`config.mk`:
```
export PLATFORM = sky130hd
export DESIGN_NAME = wake_interval_scheduler_core
export DESIGN_NICKNAME = d
export VERILOG_FILES = /design/src/sv/wis_pkg.sv /design/src/sv/wake_interval_scheduler_core.sv
export SDC_FILE = /design/constraint.sdc
export NUM_CORES = 2
export LEC_CHECK = 0
export BUFFER_PORTS_ARGS = -buffer_cell sky130_fd_sc_hd__buf_2
export CAP_MARGIN = 20
export CORE_MARGIN = 1.5
export CORE_UTILIZATION = 55
export DETAILED_ROUTE_END_ITERATION = 10
export GPL_TIMING_DRIVEN = 0
export PLACE_DENSITY = 0.72
export SYNTH_ARGS = -nofsm -noshare
export SYNTH_HDL_FRONTEND = slang
export SYNTH_SLANG_ARGS = --single-unit
```
`constraint.sdc`:
```
create_clock -name clk -period 14.08 [get_ports clk]
set_clock_uncertainty 0.05 [all_clocks]
set_input_delay 3.52 -clock clk [delete_from_list [all_inputs] [get_ports clk]]
set_output_delay 3.52 -clock clk [all_outputs]
set_load 0.005 [all_outputs]
```
`src/sv/wis_pkg.sv`:
```
`default_nettype none

package wis_pkg;

  localparam int unsigned SHIFT_CAP_DEF = 24;

  localparam int unsigned NOW_W    = 36;
  localparam int unsigned LOCAL_W  = 37;
  localparam int unsigned OFS_W    = 17;
  localparam int unsigned US_W     = 40;
  localparam int unsigned HOUR_W   = 5;
  localparam int unsigned COUNT_W  = 5;
  localparam int unsigned SOD_W    = 17;
  localparam int unsigned SHAMT_W  = 6;
  localparam int unsigned CFG_IDX_W = 3;
  localparam int unsigned CFG_DATA_W = 40;
  localparam int unsigned PC_W     = 4;

  // one day is 675 << 7 seconds, one hour is 225 << 4 seconds
  localparam int unsigned DAY_LO_W      = 7;
  localparam int unsigned DAY_HI_W      = LOCAL_W - DAY_LO_W;
  localparam int unsigned QUO_W         = 21;
  localparam int unsigned MOD_PROD_W    = 61;
  localparam int unsigned MOD_RECIP_SH  = 40;
  localparam int unsigned HOUR_LO_W     = 4;
  localparam int unsigned HOUR_PROD_W   = 26;
  localparam int unsigned HOUR_RECIP_SH = 21;

  localparam logic [NOW_W-1:0]   CLOCK_VALID_AFTER = 36'd1579461559;
  localparam logic [SOD_W:0]     SECS_PER_DAY      = 18'd86400;
  localparam logic [SOD_W-1:0]   SECS_PER_HOUR     = 17'd3600;
  localparam logic [HOUR_W-1:0]  HOURS_PER_DAY     = 5'd24;
  localparam logic [COUNT_W-1:0] COUNT_CAP         = 5'd24;
  localparam logic [19:0]        US_PER_SEC        = 20'd1000000;
  localparam logic [US_W-1:0]    FLAT_SLEEP_US     = 40'd3600000000;
  localparam logic [9:0]         DAY_HI_DIV        = 10'd675;
  localparam logic [30:0]        DAY_HI_RECIP      = 31'd1628906116;
  localparam logic [13:0]        HOUR_HI_RECIP     = 14'd9321;

  localparam logic [CFG_IDX_W-1:0] REG_FETCH_HOUR  = 3'd0;
  localparam logic [CFG_IDX_W-1:0] REG_QUIET_START = 3'd1;
  localparam logic [CFG_IDX_W-1:0] REG_QUIET_END   = 3'd2;
  localparam logic [CFG_IDX_W-1:0] REG_UTC_OFFSET  = 3'd3;
  localparam logic [CFG_IDX_W-1:0] REG_RETRY_BASE  = 3'd4;
  localparam logic [CFG_IDX_W-1:0] REG_RETRY_MAX   = 3'd5;

  localparam logic [HOUR_W-1:0] FETCH_HOUR_RST  = 5'd6;
  localparam logic [HOUR_W-1:0] QUIET_START_RST = 5'd22;
  localparam logic [HOUR_W-1:0] QUIET_END_RST   = 5'd5;
  localparam logic [US_W-1:0]   RETRY_BASE_RST  = 40'd3600000000;
  localparam logic [US_W-1:0]   RETRY_MAX_RST   = 40'd86400000000;

  typedef logic [PC_W-1:0] pc_t;

  typedef enum logic [3:0] {
    OP_NOP,
    OP_LOAD,
    OP_MOD_Q,
    OP_MOD_R,
    OP_HOUR_Q,
    OP_HOUR_R,
    OP_SEARCH_INIT,
    OP_SEARCH,
    OP_SECS,
    OP_SCALE,
    OP_FLAT,
    OP_RETRY
  } op_t;

  typedef enum logic [2:0] {
    BR_NONE,
    BR_ALWAYS,
    BR_RETRY,
    BR_INVALID,
    BR_SEARCH
  } br_t;

  typedef struct packed {
    op_t  op;
    br_t  br;
    pc_t  target;
    logic fin;
  } ctl_t;

  localparam pc_t S_LOAD        = 4'd0;
  localparam pc_t S_CHECK       = 4'd1;
  localparam pc_t S_MOD_Q       = 4'd2;
  localparam pc_t S_MOD_R       = 4'd3;
  localparam pc_t S_HOUR_Q      = 4'd4;
  localparam pc_t S_HOUR_R      = 4'd5;
  localparam pc_t S_SEARCH_INIT = 4'd6;
  localparam pc_t S_SEARCH      = 4'd7;
  localparam pc_t S_SECS        = 4'd8;
  localparam pc_t S_SCALE       = 4'd9;
  localparam pc_t S_FLAT        = 4'd10;
  localparam pc_t S_RETRY       = 4'd11;

  function automatic ctl_t ucode(input pc_t pc);
    ctl_t c;
    c = '{op: OP_NOP, br: BR_NONE, target: S_LOAD, fin: 1'b0};
    unique case (pc)
      S_LOAD:        c = '{op: OP_LOAD,        br: BR_RETRY,   target: S_RETRY,  fin: 1'b0};
      S_CHECK:       c = '{op: OP_NOP,         br: BR_INVALID, target: S_FLAT,   fin: 1'b0};
      S_MOD_Q:       c = '{op: OP_MOD_Q,       br: BR_NONE,    target: S_LOAD,   fin: 1'b0};
      S_MOD_R:       c = '{op: OP_MOD_R,       br: BR_NONE,    target: S_LOAD,   fin: 1'b0};
      S_HOUR_Q:      c = '{op: OP_HOUR_Q,      br: BR_NONE,    target: S_LOAD,   fin: 1'b0};
      S_HOUR_R:      c = '{op: OP_HOUR_R,      br: BR_NONE,    target: S_LOAD,   fin: 1'b0};
      S_SEARCH_INIT: c = '{op: OP_SEARCH_INIT, br: BR_NONE,    target: S_LOAD,   fin: 1'b0};
      S_SEARCH:      c = '{op: OP_SEARCH,      br: BR_SEARCH,  target: S_SEARCH, fin: 1'b0};
      S_SECS:        c = '{op: OP_SECS,        br: BR_NONE,    target: S_LOAD,   fin: 1'b0};
      S_SCALE:       c = '{op: OP_SCALE,       br: BR_ALWAYS,  target: S_LOAD,   fin: 1'b1};
      S_FLAT:        c = '{op: OP_FLAT,        br: BR_ALWAYS,  target: S_LOAD,   fin: 1'b1};
      S_RETRY:       c = '{op: OP_RETRY,       br: BR_ALWAYS,  target: S_LOAD,   fin: 1'b1};
      default:       c = '{op: OP_NOP,         br: BR_ALWAYS,  target: S_LOAD,   fin: 1'b0};
    endcase
    return c;
  endfunction

  function automatic logic may_wake(input logic [HOUR_W-1:0] h,
                                    input logic [HOUR_W-1:0] q_start,
                                    input logic [HOUR_W-1:0] q_end,
                                    input logic [HOUR_W-1:0] fetch);
    logic quiet;
    if (q_start == q_end) begin
      quiet = 1'b0;
    end else if (q_start < q_end) begin
      quiet = (h >= q_start) && (h < q_end);
    end else begin
      quiet = (h >= q_start) || (h < q_end);
    end
    return !quiet || (h == fetch);
  endfunction

endpackage

`default_nettype wire

```
`src/sv/wake_interval_scheduler_core.sv`:
```
// A retry runs the load and retry steps; a success with the clock unset runs load, clock check
// and flat steps; a success with a valid clock runs a quotient and a remainder step each for the
// day remainder and the hour split, a search of the following hours, then seconds and scaling to
// us. One request is worked at a time; the next is taken the cycle after the result is loaded.
// Reset (synchronous, rst_n low) clears the failure count and control, and restores fetch hour 6,
// quiet 22 to 5, zero offset, 1 h, 24 h.
`default_nettype none

module wake_interval_scheduler_core #(
  parameter int unsigned SHIFT_CAP = wis_pkg::SHIFT_CAP_DEF
) (
  input  wire                                 clk,
  input  wire                                 rst_n,
  input  wire                                 in_valid,
  output logic                                in_stall,
  input  wire                                 in_opcode,
  input  wire  [wis_pkg::NOW_W-1:0]           in_now_utc,
  output logic                                out_valid,
  input  wire                                 out_stall,
  output logic [wis_pkg::US_W-1:0]            out_sleep_us,
  output logic                                out_flat_hour_used,
  output logic                                out_retry_pending,
  input  wire                                 cfg_we,
  input  wire  [wis_pkg::CFG_IDX_W-1:0]       cfg_index,
  input  wire  [wis_pkg::CFG_DATA_W-1:0]      cfg_data
);

  localparam logic [wis_pkg::SHAMT_W-1:0] SHIFT_CAP_V = wis_pkg::SHAMT_W'(SHIFT_CAP);

  logic [wis_pkg::HOUR_W-1:0]  fetch_hour_r;
  logic [wis_pkg::HOUR_W-1:0]  quiet_start_r;
  logic [wis_pkg::HOUR_W-1:0]  quiet_end_r;
  logic [wis_pkg::OFS_W-1:0]   utc_offset_r;
  logic [wis_pkg::US_W-1:0]    retry_base_r;
  logic [wis_pkg::US_W-1:0]    retry_max_r;

  logic                        busy_r, busy_nxt;
  wis_pkg::pc_t                pc_r, pc_nxt;
  logic                        opcode_r;
  logic [wis_pkg::NOW_W-1:0]   now_r;
  logic [wis_pkg::COUNT_W-1:0] count_r, count_nxt;

  logic [wis_pkg::LOCAL_W-1:0] local_r, local_nxt;
  logic [wis_pkg::QUO_W-1:0]   quo_r, quo_nxt;
  logic [wis_pkg::SOD_W-1:0]   rem_r, rem_nxt;
  logic [wis_pkg::HOUR_W-1:0]  hour_r, hour_nxt;
  logic [wis_pkg::HOUR_W-1:0]  h_r, h_nxt;
  logic [wis_pkg::HOUR_W-1:0]  k_r, k_nxt;
  logic [wis_pkg::HOUR_W-1:0]  ahead_r, ahead_nxt;
  logic [wis_pkg::SOD_W-1:0]   secs_r, secs_nxt;

  logic                        out_valid_r, out_valid_nxt;
  logic [wis_pkg::US_W-1:0]    sleep_r, sleep_nxt;
  logic                        flat_r, flat_nxt;
  logic                        pending_r, pending_nxt;

  wis_pkg::ctl_t               ctl;
  logic                        in_acc;
  logic                        adv;
  logic                        clk_valid;
  logic                        wake;
  logic                        take_br;

  logic [wis_pkg::LOCAL_W:0]     local_sum;
  logic [wis_pkg::DAY_HI_W-1:0]  day_hi;
  logic [wis_pkg::MOD_PROD_W-1:0] mod_prod;
  logic [wis_pkg::DAY_HI_W-1:0]  day_rem;
  logic [wis_pkg::HOUR_PROD_W-1:0] hour_prod;
  logic [wis_pkg::SOD_W-1:0]     hour_secs;
  logic [wis_pkg::HOUR_W:0]      h_inc;
  logic [wis_pkg::SOD_W-1:0]     ahead_secs;
  logic [36:0]                   scaled;
  logic [wis_pkg::SHAMT_W-1:0]   count_ext;
  logic [wis_pkg::SHAMT_W-1:0]   shamt;
  logic [wis_pkg::US_W-1:0]      max_shr;

  always_ff @(posedge clk) begin
    if (!rst_n) begin
      fetch_hour_r  <= wis_pkg::FETCH_HOUR_RST;
      quiet_start_r <= wis_pkg::QUIET_START_RST;
      quiet_end_r   <= wis_pkg::QUIET_END_RST;
      utc_offset_r  <= '0;
      retry_base_r  <= wis_pkg::RETRY_BASE_RST;
      retry_max_r   <= wis_pkg::RETRY_MAX_RST;
    end else if (cfg_we) begin
      unique case (cfg_index)
        wis_pkg::REG_FETCH_HOUR:  fetch_hour_r  <= cfg_data[wis_pkg::HOUR_W-1:0];
        wis_pkg::REG_QUIET_START: quiet_start_r <= cfg_data[wis_pkg::HOUR_W-1:0];
        wis_pkg::REG_QUIET_END:   quiet_end_r   <= cfg_data[wis_pkg::HOUR_W-1:0];
        wis_pkg::REG_UTC_OFFSET:  utc_offset_r  <= cfg_data[wis_pkg::OFS_W-1:0];
        wis_pkg::REG_RETRY_BASE:  retry_base_r  <= cfg_data[wis_pkg::US_W-1:0];
        wis_pkg::REG_RETRY_MAX:   retry_max_r   <= cfg_data[wis_pkg::US_W-1:0];
        default: begin
        end
      endcase
    end
  end

  assign in_stall           = busy_r;
  assign in_acc             = in_valid && !busy_r;
  assign out_valid          = out_valid_r;
  assign out_sleep_us       = sleep_r;
  assign out_flat_hour_used = flat_r;
  assign out_retry_pending  = pending_r;

  assign ctl       = wis_pkg::ucode(pc_r);
  // hold the final step while the previous result is still waiting
  assign adv       = busy_r && !(ctl.fin && out_valid_r && out_stall);
  assign clk_valid = now_r > wis_pkg::CLOCK_VALID_AFTER;
  assign wake      = wis_pkg::may_wake(h_r, quiet_start_r, quiet_end_r, fetch_hour_r);

  assign local_sum  = $signed({2'b00, now_r})
                    + {{(wis_pkg::LOCAL_W + 1 - wis_pkg::OFS_W){utc_offset_r[wis_pkg::OFS_W-1]}},
                       utc_offset_r};
  assign day_hi     = local_r[wis_pkg::LOCAL_W-1:wis_pkg::DAY_LO_W];
  assign mod_prod   = wis_pkg::MOD_PROD_W'(day_hi)
                    * wis_pkg::MOD_PROD_W'(wis_pkg::DAY_HI_RECIP);
  assign day_rem    = day_hi - wis_pkg::DAY_HI_W'(quo_r) * wis_pkg::DAY_HI_W'(wis_pkg::DAY_HI_DIV);
  assign hour_prod  = wis_pkg::HOUR_PROD_W'(rem_r[wis_pkg::SOD_W-1:wis_pkg::HOUR_LO_W])
                    * wis_pkg::HOUR_PROD_W'(wis_pkg::HOUR_HI_RECIP);
  assign hour_secs  = wis_pkg::SOD_W'(hour_r) * wis_pkg::SECS_PER_HOUR;
  assign h_inc      = {1'b0, h_r} + 6'd1;
  assign ahead_secs = wis_pkg::SOD_W'(ahead_r) * wis_pkg::SECS_PER_HOUR;
  assign scaled     = 37'(secs_r) * 37'(wis_pkg::US_PER_SEC);
  assign count_ext  = {1'b0, count_r};
  assign shamt      = (count_ext < SHIFT_CAP_V) ? count_ext : SHIFT_CAP_V;
  assign max_shr    = retry_max_r >> shamt;

  always_comb begin
    unique case (ctl.br)
      wis_pkg::BR_NONE:    take_br = 1'b0;
      wis_pkg::BR_ALWAYS:  take_br = 1'b1;
      wis_pkg::BR_RETRY:   take_br = opcode_r;
      wis_pkg::BR_INVALID: take_br = !clk_valid;
      wis_pkg::BR_SEARCH:  take_br = !wake && (k_r != wis_pkg::HOURS_PER_DAY);
      default:             take_br = 1'b0;
    endcase
  end

  always_comb begin
    busy_nxt      = busy_r;
    pc_nxt        = pc_r;
    count_nxt     = count_r;
    local_nxt     = local_r;
    quo_nxt       = quo_r;
    rem_nxt       = rem_r;
    hour_nxt      = hour_r;
    h_nxt         = h_r;
    k_nxt         = k_r;
    ahead_nxt     = ahead_r;
    secs_nxt      = secs_r;
    out_valid_nxt = out_valid_r && out_stall;
    sleep_nxt     = sleep_r;
    flat_nxt      = flat_r;
    pending_nxt   = pending_r;

    if (in_acc) begin
      busy_nxt = 1'b1;
      pc_nxt   = wis_pkg::S_LOAD;
    end

    if (adv) begin
      pc_nxt = take_br ? ctl.target : pc_r + 1'b1;
      if (ctl.fin) begin
        busy_nxt      = 1'b0;
        out_valid_nxt = 1'b1;
      end
      unique case (ctl.op)
        wis_pkg::OP_NOP: begin
        end
        wis_pkg::OP_LOAD: begin
          local_nxt = local_sum[wis_pkg::LOCAL_W-1:0];
        end
        wis_pkg::OP_MOD_Q: begin
          quo_nxt = mod_prod[wis_pkg::MOD_PROD_W-1:wis_pkg::MOD_RECIP_SH];
        end
        wis_pkg::OP_MOD_R: begin
          rem_nxt = {day_rem[wis_pkg::SOD_W-wis_pkg::DAY_LO_W-1:0],
                     local_r[wis_pkg::DAY_LO_W-1:0]};
        end
        wis_pkg::OP_HOUR_Q: begin
          hour_nxt = hour_prod[wis_pkg::HOUR_PROD_W-1:wis_pkg::HOUR_RECIP_SH];
        end
        wis_pkg::OP_HOUR_R: begin
          rem_nxt = rem_r - hour_secs;
        end
        wis_pkg::OP_SEARCH_INIT: begin
          h_nxt     = (hour_r == wis_pkg::HOURS_PER_DAY - 1'b1) ? '0 : hour_r + 1'b1;
          k_nxt     = wis_pkg::HOUR_W'(1);
          ahead_nxt = wis_pkg::HOUR_W'(1);
        end
        wis_pkg::OP_SEARCH: begin
          if (wake) begin
            ahead_nxt = k_r;
          end else begin
            h_nxt = (h_inc >= {1'b0, wis_pkg::HOURS_PER_DAY})
                  ? wis_pkg::HOUR_W'(h_inc - {1'b0, wis_pkg::HOURS_PER_DAY})
                  : h_inc[wis_pkg::HOUR_W-1:0];
            k_nxt = k_r + 1'b1;
          end
        end
        wis_pkg::OP_SECS: begin
          secs_nxt = (ahead_secs > rem_r) ? ahead_secs - rem_r : wis_pkg::SOD_W'(1);
        end
        wis_pkg::OP_SCALE: begin
          sleep_nxt   = wis_pkg::US_W'(scaled);
          flat_nxt    = 1'b0;
          pending_nxt = 1'b0;
          count_nxt   = '0;
        end
        wis_pkg::OP_FLAT: begin
          sleep_nxt   = wis_pkg::FLAT_SLEEP_US;
          flat_nxt    = 1'b1;
          pending_nxt = 1'b0;
          count_nxt   = '0;
        end
        wis_pkg::OP_RETRY: begin
          sleep_nxt   = (retry_base_r > max_shr) ? retry_max_r : retry_base_r << shamt;
          flat_nxt    = 1'b0;
          pending_nxt = 1'b1;
          if (count_r < wis_pkg::COUNT_CAP) begin
            count_nxt = count_r + 1'b1;
          end
        end
        default: begin
        end
      endcase
    end
  end

  always_ff @(posedge clk) begin
    if (!rst_n) begin
      busy_r      <= 1'b0;
      pc_r        <= wis_pkg::S_LOAD;
      count_r     <= '0;
      out_valid_r <= 1'b0;
    end else begin
      busy_r      <= busy_nxt;
      pc_r        <= pc_nxt;
      count_r     <= count_nxt;
      out_valid_r <= out_valid_nxt;
    end
  end

  always_ff @(posedge clk) begin
    if (in_acc) begin
      opcode_r <= in_opcode;
      now_r    <= in_now_utc;
    end
    local_r   <= local_nxt;
    quo_r     <= quo_nxt;
    rem_r     <= rem_nxt;
    hour_r    <= hour_nxt;
    h_r       <= h_nxt;
    k_r       <= k_nxt;
    ahead_r   <= ahead_nxt;
    secs_r    <= secs_nxt;
    sleep_r   <= sleep_nxt;
    flat_r    <= flat_nxt;
    pending_r <= pending_nxt;
  end

endmodule

`default_nettype wire

```
==> metrics.cfg <==
[cts]
hold_buffers = 0
cts_buffers = 35
cts.htree.levels = 2
cts_resized = 0
clock_latency_ps = 570
postCtsSetupRepairBufs = 0
clkSlewWorstSetupHoldPaths_ps = 60
cts-root-buf = clkbuf_16
cts_sinks = 313
clock_path_buffers = 3
cts_tree = built

[outcome]
outcome = finished clean

[power_and_ir_drop]
p_total_uw = 9640
power.leakage_uw = 0.0206
power_density_nw_per_um2 = 240
ir_worst_vdd_mv = 0.452

[worst_setup_path]
setup.worst_path.class = reg2reg
end_kind = flop
crit_fanout = 12
regToRegSetupSlack_ps = 6680
worst_setup_path_start_kind = flop
cp.arrival_ps = 7620
crit_required_ps = 14300
rr_startpoint = local_r[16]
regToRegEndpoint = quo_r[7]
ff2ff_path_depth = 22

[logic_synthesis]
syn_area_per_cell_sq_um = 9.79
synth_edf_count = 180
synth_commonest_cells = 678 x ha_1, 538 x inv_1, 362 x nand2_1
yosysSeqAreaShare = 0.217
synthDominantCellAreaShare = 0.228
ys_ff_latch = 313
synth_area_leaders = ha_1 23%, fa_1 17%, edfxtp_1 15%, dfxtp_1 7.2%, mux2i_1 7.0%
ys_types = 90
syn_nets = 4878
synthCells = 3797
synthArstFlopShare = 0
synthFlopType = edfxtp_1
yosys_warnings = 0
syn_area_sq_um = 37200
yosysMostFrequentCell = ha_1
synth_top_cell_by_area = ha_1

[worst_hold_path]
hold-path-cell-count = 2
worstHoldPathType = reg2reg
hold-path-endpoint = utc_offset_r[2]
min-delay-start = utc_offset_r[2]

[drt]
wl_um = 99200
drcViolationCount = 0
viasPerCell = 5.77
routedWlPerCell_um = 20.4
drt_iter0_drc = 2158
dr.pass1.iters = 6
vias = 28100
drtAntennaViolNets = 0

[sta]
relSlewSlack = 0.284
fin_crit_sh = 0.526
rsz0062_at_grt = no
finalMaxSlewViolations = 0
tightest_slew_ps = 1070
min_period_ps = 7400
finalHoldViolCount = 0
fmax_ghz = 0.135
finalSetupViolations = 0
finalSetupTns_ps = 0

[layout]
drive_above_1_share = 0.0671
fin_nets = 5049
final_core_util = 0.600
syn2layout_area_growth_pct = 8.23

[floorplanning]
io_pins = 129
die_h_um = 263
dieArea_sq_um = 69200
initial_core_util = 0.555
die_x_um = 263
coreArea_sq_um = 67000
row_count = 95

[global_route]
grt_pass1_vias = 28300
grt_overflow = 0
grt_pass1_wl_um = 156000
grt_max_degree = 36
antenna_found_initial = 2
grt_usage = 0.290

[placement]
hpwl_um = 81700
place_congestion = 1.00
portBuffers = 125

[run]
drv_cap = 0

[power breakdown]
| group | total, uW | internal [uW] | switching (uW) |
|---|---|---|---|
| registers | 1270 | 1180 | 91.5 |
| logic | 7400 | 3310 | 4090 |
| clock network | 969 | 563 | 407 |
| total | 9640 | 5060 | 4590 |
[registers in the layout (all words and copies together), names as in the netlist, 10 cells and up]
name	count
out_sleep_us	40
rem_r	17
retry_base_r	40
quo_r	10
ctl	10
secs_r	17
now_r	36
retry_max_r	40
utc_offset_r	17
local_r	37
[stage by stage]
stage                     instances  cell area [sq um]  hold WS [ps]  worst slack [ps]
after detailed placement       4804              39000           404              6720
after global routing           4868              40200           432              6260
after CTS                      4868              40200           413              6660
final                          4869              40200           414              6680
after floorplan                3797              37200           388              7080
after global placement         4795              38900           403              5490
[area by class of cell]
cell class,instances,area (sq um)
Sequential cell,313,8070
Antenna cell,1,2.50
Clock buffer,41,908
Inverter,540,2030
Multi-Input combinational cell,2836,26600
Buffer,108,469
Fill cell,5809,26800
Clock inverter,23,289
Tap cell,873,1090
Timing Repair Buffer,134,731
[cell families after synthesis]
kind of cell | share of synthesized area
AO/OA/AOI/OAI | 0.107
XOR/XNOR | 0.0316
adder cells (fa/ha/maj) | 0.400
buffers and inverters | 0.0671
flip-flops | 0.217
multiplexers | 0.0785
AND/OR/NAND/NOR | 0.0995
[cell usage in the layout (no fill, tap or decap), types with 13 or more instances in the layout]
master,netlist,final
fa_1,318,318
nor2_1,135,135
dfxtp_1,133,133
edfxtp_1,180,180
nand3_1,72,72
nor2b_1,28,27
xnor2_1,95,95
mux2i_1,260,260
and2_1,45,45
o31ai_1,14,14
a211oi_1,43,43
o21bai_1,13,13
clkbuf_1,74,79
nand4_1,25,25
a21oi_1,226,225
o22ai_1,23,23
ha_1,678,678
xor2_1,39,39
inv_1,538,538
buf_2,15,141
and3_1,23,23
mux2_2,16,16
a21o_1,66,66
nand2b_1,16,16
o21ai_0,93,93
o21a_1,20,20
a31oi_1,16,16
nand2_1,362,362
clkbuf_16,0,35
nor3_1,30,29
[layer usage]
metal	wire length [um]	vias to the layer above	global-route usage
met2	43700	981	0.452
met1	43900	13400	0.403
li1	-	13500	-
met5	13	-	0
met4	4170	2	0.111
met3	7480	217	0.0490
[critical path, cell delays in order, from the launching register on]
cell	delay (ps)
edfxtp_1	780
fa_1	570
ha_1	280
inv_1	50
fa_1	490
fa_1	510
inv_1	50
fa_1	460
fa_1	520
fa_1	540
inv_1	50
fa_1	490
inv_1	40
ha_1	310
a21o_1	180
a21o_1	160
a21oi_1	140
o21ai_0	210
a22o_1	330
o21ai_0	280
nand2_1	120
o41ai_1	310
xnor2_1	140
[how the worst max path moves through the flow]
stage | from | slack [ps] | to
final | local_r[16] | 6680 | quo_r[7]
after global routing | local_r[16] | 6260 | quo_r[7]
after CTS | local_r[16] | 6660 | quo_r[7]
after detailed placement | local_r[16] | 6720 | quo_r[7]
after global placement | out_stall | 5490 | count_r[1]
after floorplan | out_stall | 7080 | count_r[1]
No activity file was read; power rests on OpenSTA's default activity.
